===== src/rtl/hpt_pkg.sv =====
// ---------------------------------------------------------------------------
// hpt_pkg: shared types and constants for the hashed page table
// Entry layout, operation and status codes, controller states and the
// width of the head slot hash key.
// ---------------------------------------------------------------------------
package hpt_pkg;

    // default table size (head area plus overflow area)
    localparam int TABLE_SLOTS_DEF = 1024;

    // field widths
    localparam int ASID_W  = 8;
    localparam int VADDR_W = 32;
    localparam int PAGE_W  = 20;
    localparam int STAT_W  = 2;

    // hash key is asid xor vpage
    localparam int KEY_W = PAGE_W;

    // operation codes
    localparam logic OP_LOOKUP = 1'b0;
    localparam logic OP_INSERT = 1'b1;

    // result status codes
    typedef enum logic [STAT_W-1:0] {
        ST_OK   = 2'd0,
        ST_MISS = 2'd1,
        ST_FULL = 2'd2
    } t_status;

    // fixed part of a table entry; the link follows it in the memory word
    typedef struct packed {
        logic              valid;
        logic [ASID_W-1:0] asid;
        logic [PAGE_W-1:0] vpage;
        logic [PAGE_W-1:0] frame;
    } t_entry_fix;

    localparam int FIX_W = $bits(t_entry_fix);

    // controller states
    typedef enum logic [2:0] {
        S_CLEAR,
        S_IDLE,
        S_HASH,
        S_CHECK,
        S_LINK,
        S_DONE
    } t_state;

endpackage


===== src/rtl/hpt_hash.sv =====
// ---------------------------------------------------------------------------
// hpt_head_index: head slot reduction
// Computes key mod HEAD_SLOTS by reciprocal multiplication: estimate the
// quotient, subtract quotient times HEAD_SLOTS, then one conditional
// correction, each registered; o_done pulses with the result.
// ---------------------------------------------------------------------------
module hpt_head_index #(
    parameter int HEAD_SLOTS = hpt_pkg::TABLE_SLOTS_DEF / 2
) (
    input  logic                              i_clk,
    input  logic                              i_rst_n,
    input  logic                              i_start,
    input  logic [hpt_pkg::KEY_W-1:0]         i_key,
    output logic                              o_done,
    output logic [$clog2(HEAD_SLOTS)-1:0]     o_rem
);
    import hpt_pkg::*;

    localparam int HW    = $clog2(HEAD_SLOTS);
    localparam int SHIFT = KEY_W + HW;
    localparam int RW    = KEY_W + 1;
    localparam int PW    = KEY_W + RW;
    // floor(2^SHIFT / HEAD_SLOTS): quotient estimate is low by at most one
    localparam logic [RW-1:0]    RECIP = RW'((longint'(1) << SHIFT) / longint'(HEAD_SLOTS));
    localparam logic [KEY_W-1:0] DIV_C = KEY_W'(HEAD_SLOTS);
    localparam logic [HW:0]      MOD_C = (HW+1)'(HEAD_SLOTS);

    logic [3:0]        r_vld;
    logic [KEY_W-1:0]  r_key;
    logic [PW-1:0]     r_prod;
    logic [HW:0]       r_part;
    logic [HW-1:0]     r_rem;
    logic [KEY_W-1:0]  quot;
    logic [KEY_W-1:0]  diff;

    // quotient estimate and partial remainder, which lies below 2*HEAD_SLOTS
    assign quot = KEY_W'(r_prod >> SHIFT);
    assign diff = r_key - quot * DIV_C;

    // stage valids
    always_ff @(posedge i_clk) begin
        if (!i_rst_n) begin
            r_vld <= '0;
        end else begin
            r_vld <= {r_vld[2:0], i_start};
        end
    end

    // datapath
    always_ff @(posedge i_clk) begin
        if (i_start) begin
            r_key <= i_key;
        end
        if (r_vld[0]) begin
            r_prod <= PW'(r_key) * PW'(RECIP);
        end
        if (r_vld[1]) begin
            r_part <= diff[HW:0];
        end
        if (r_vld[2]) begin
            r_rem <= (r_part >= MOD_C) ? HW'(r_part - MOD_C) : r_part[HW-1:0];
        end
    end

    assign o_done = r_vld[3];
    assign o_rem  = r_rem;

endmodule


===== config.mk =====
export PLATFORM = sky130hd
export DESIGN_NAME = hpt_head_index
export DESIGN_NICKNAME = d
export VERILOG_FILES = /design/src/rtl/hpt_pkg.sv /design/src/rtl/hpt_hash.sv
export SDC_FILE = /design/constraint.sdc
export NUM_CORES = 1
export LEC_CHECK = 0
export BUFFER_PORTS_ARGS = -buffer_cell sky130_fd_sc_hd__buf_2
export CORE_MARGIN = 3
export CORE_UTILIZATION = 46
export CTS_CLUSTER_SIZE = 30
export DETAILED_ROUTE_END_ITERATION = 16
export GPL_TIMING_DRIVEN = 0
export PLACE_DENSITY = 0.75
export SLEW_MARGIN = 25
export SYNTH_ARGS = -nofsm -noshare
export SYNTH_HDL_FRONTEND = slang
export SYNTH_SLANG_ARGS = --single-unit

===== constraint.sdc =====
create_clock -name i_clk -period 1 [get_ports i_clk]
set_clock_uncertainty 0.1 [all_clocks]
set_input_delay 0.1 -clock i_clk [delete_from_list [all_inputs] [get_ports i_clk]]
set_output_delay 0.1 -clock i_clk [all_outputs]
set_load 0.1 [all_outputs]

==> qor_table.md <==
| Result | Reported | Unit |
|---|---|---|
| Run status | finished with violations | - |
| Violations in the final reports | negative setup slack | - |
| Sequential share of the synthesized area | 97.3 | % |
| Grt peak-use layer | met2 | - |
| Number of buffers inserted to repair setup after CTS | 0 | - |
| Worst Path Class, Setup | flip-flop to primary output | - |
| Arrival time worst endpoint | 890 | ps |
| Worst R2R Path Depth | 0 | - |
| Synthesized net count | 58 | - |
| Count of non-filler cells in the finished layout | 99 | - |
| Horizontal die dimension | 50.6 | um |
| Post-layout power | 2.20 | mW |
| Crit start category | flip-flop | - |
| Top post-synthesis cells by area | edfxtp_1, dfxtp_1, and2_1 | - |
| Setup repair after global routing missed its margin | yes | - |
| Worst rel slew slack | 86.5 | % |
| Period minus WS final | 1090 | ps |
| Vias after detailed routing | 407 | - |
| Final number of max-transition violations | 0 | - |
| Synthesis-to-finish area growth | 39.3 | % |
| Maximum net fanout on the critical path | 1 | - |
| Max incr delay on CP | 390 | ps |
| Synthesized flop and latch total | 31 | - |
| Power density normalized to cell area | 1730 | nW/um2 |
| Via count of the first global-routing pass | 423 | - |
| Worst hold slack after final layout | 52.4 | ps |
| Layout cell share with drive strength beyond 1 | 39.2 | % |
| Number of antenna violations at the first check in global routing | 0 | - |
| Clock Root Buffer | clkbuf_4 | - |
| Cell type with the highest aggregate area in the netlist | edfxtp_1 | - |
| Endpoints failing hold | 0 | - |
| Largest net degree at the start of global routing | 11 | - |
| Dpl cells | 81 | - |
| Grt ovf | 0 | - |
| Starting Density | 50.8 | % |
| Fraction of met3 tracks used by global routing | 4.75 | % |
| Final setup violating endpoints | 10 | - |
| Later-pin clock latency in the skew report | 300 | ps |
| Core region area | 1800 | um2 |
| Post-layout util | 70.8 | % |
| Yosys cell types | 3 | - |
| GPL Wtd Cong | 0.606 | - |
| Die extent in y | 50.6 | um |
| Worst setup slack after placement | 37.0 | ps |
| Top cell family by delay on the critical path | flip-flops | - |
| Count of cell instances traversed by the critical path | 1 | - |
| Total routing usage reported by global routing | 9.51 | % |
| Number of inserted diodes | 0 | - |
| Setup slack of the critical path after layout | -89.1 | ps |
| CTS HTree Levels | 2 | - |
| Wirelength, routed | 953 | um |
| Area of the die | 2560 | um2 |
| Global routing met1 resource utilization | 7.29 | % |
| Total of buffers placed on input and output ports | 21 | - |
| Worst Hold Depth | 1 | - |
| First drt pass iteration count | 2 | - |
| Worst hold path type | input port to flip-flop | - |
| Routed via count divided by cell count | 4.11 | - |
| Number of DRC markers in iteration 0 | 1 | - |
| Least-Margin Pin Slew | 203 | ps |
| Worst Path Required | 800 | ps |
| Synth Warn # | 0 | - |
| Sinks on the clock net | 31 | - |
| Capturing element type of the critical path | primary output | - |
| Global-route track usage on met2 | 17.0 | % |
| Netlist Area Pre-Place | 916 | um2 |
| Standard-cell rows | 15 | - |
| TritonCTS clock tree | built | - |
| Final ANT Viol Nets | 0 | - |
| Crit path buffers/inverters | 1 | - |
| IR Drop Worst-Case VDD | 1.30 | mV |
| Synthesized instance count | 35 | - |
| Avg Cell Area, Syn | 26.2 | um2 |
| Critical path, cell by cell | buf_6 | - |
| Number of primary I/O pins | 33 | - |
| Routed len/inst | 9.63 | um |
| Area share of the largest cell type after synthesis | 88.5 | % |
| Maximum clock insertion buffer count | 2 | - |
| Global-route wire length before repair | 1620 | um |
| Maximum clock frequency | 918 | MHz |
| Clock Pin Slew Worst Setup and Hold Paths | 80 | ps |
| Tcrit/Tclk final | 109 | % |
| Highest-delay cell along the critical path | edfxtp_1 | - |
| Number of violations of the max-capacitance limit | 0 | - |
| TritonCTS Buffers | 5 | - |
| Final routed DRC violation total | 0 | - |
| Leakage power | 0.473 | nW |
| Number of nets at the end of the flow | 96 | - |
-- cells in the mapped netlist --
cell      number
edfxtp_1      27
and2_1         4
dfxtp_1        4
-- path summary, 6_finish.rpt --
check / from / endpoint / slack [ps]
setup reg to reg: r_vld[2] / o_rem[4] / 160
hold / removal: i_start / r_key[6] / 50
setup / recovery: o_rem[4] / o_rem[4] / -90
hold reg to reg: r_part[6] / o_rem[6] / 320
-- placed cells by master (no fill, tap or decap) --
cell,count
clkinv_1,2
buf_2,11
dfxtp_2,3
buf_6,9
dfxtp_1,1
buf_12,1
clkbuf_4,5
and2_1,4
clkbuf_1,1
edfxtp_1,27
dlygate4sd3_1,10
-- registers in the layout, indices dropped and copies added (netlist names) --
signal	cells
r_vld	4
r_key	9
r_part	9
o_rem	9
-- cell type report --
type,instances,area (um2)
clock inverter,2,7.51
timing repair buffer,31,277
multi-input combinational,4,25.0
clock buffer,6,41.3
tap,25,31.3
fill,122,526
sequential,31,895
-- cells by family (layout without fill, tap and decap cells) --
family	Yosys count	after routing	share of synthesized area, %
DFF	31	31	97.3
buffers and inverters	0	39	0
and+or+nand+nor	4	4	2.73
-- report_power, final --
group          internal (mW)  total (mW)  switching, mW
logic                 0.0556       0.122         0.0662
registers               1.46        1.48         0.0189
clock network          0.260       0.600          0.340
total                   1.78        2.20          0.425
-- metal layers --
metal	routed length, um	part of all wire [%]	vias to the layer above
li1	-	-	209
met1	337	35	177
met2	537	56	21
met3	78	8.2	0
met4	0	0	0
met5	0	0	-
-- what timing repair did --
item                                    4_1_cts  5_1_grt
hold buffers                                 10        0
endpoints found under the setup margin       10       28
gates resized for setup                      22        2
hold endpoints to repair                     13        0
-- per-stage QoR --
stage / setup TNS [ps] / area (um2)
after floorplan: -936 / 917
after global placement: 0 / 1050
after detailed placement: 0 / 1050
after CTS: -983 / 1270
after global routing: -1280 / 1280
final: -758 / 1280
No activity file was read; power rests on OpenSTA's default activity.
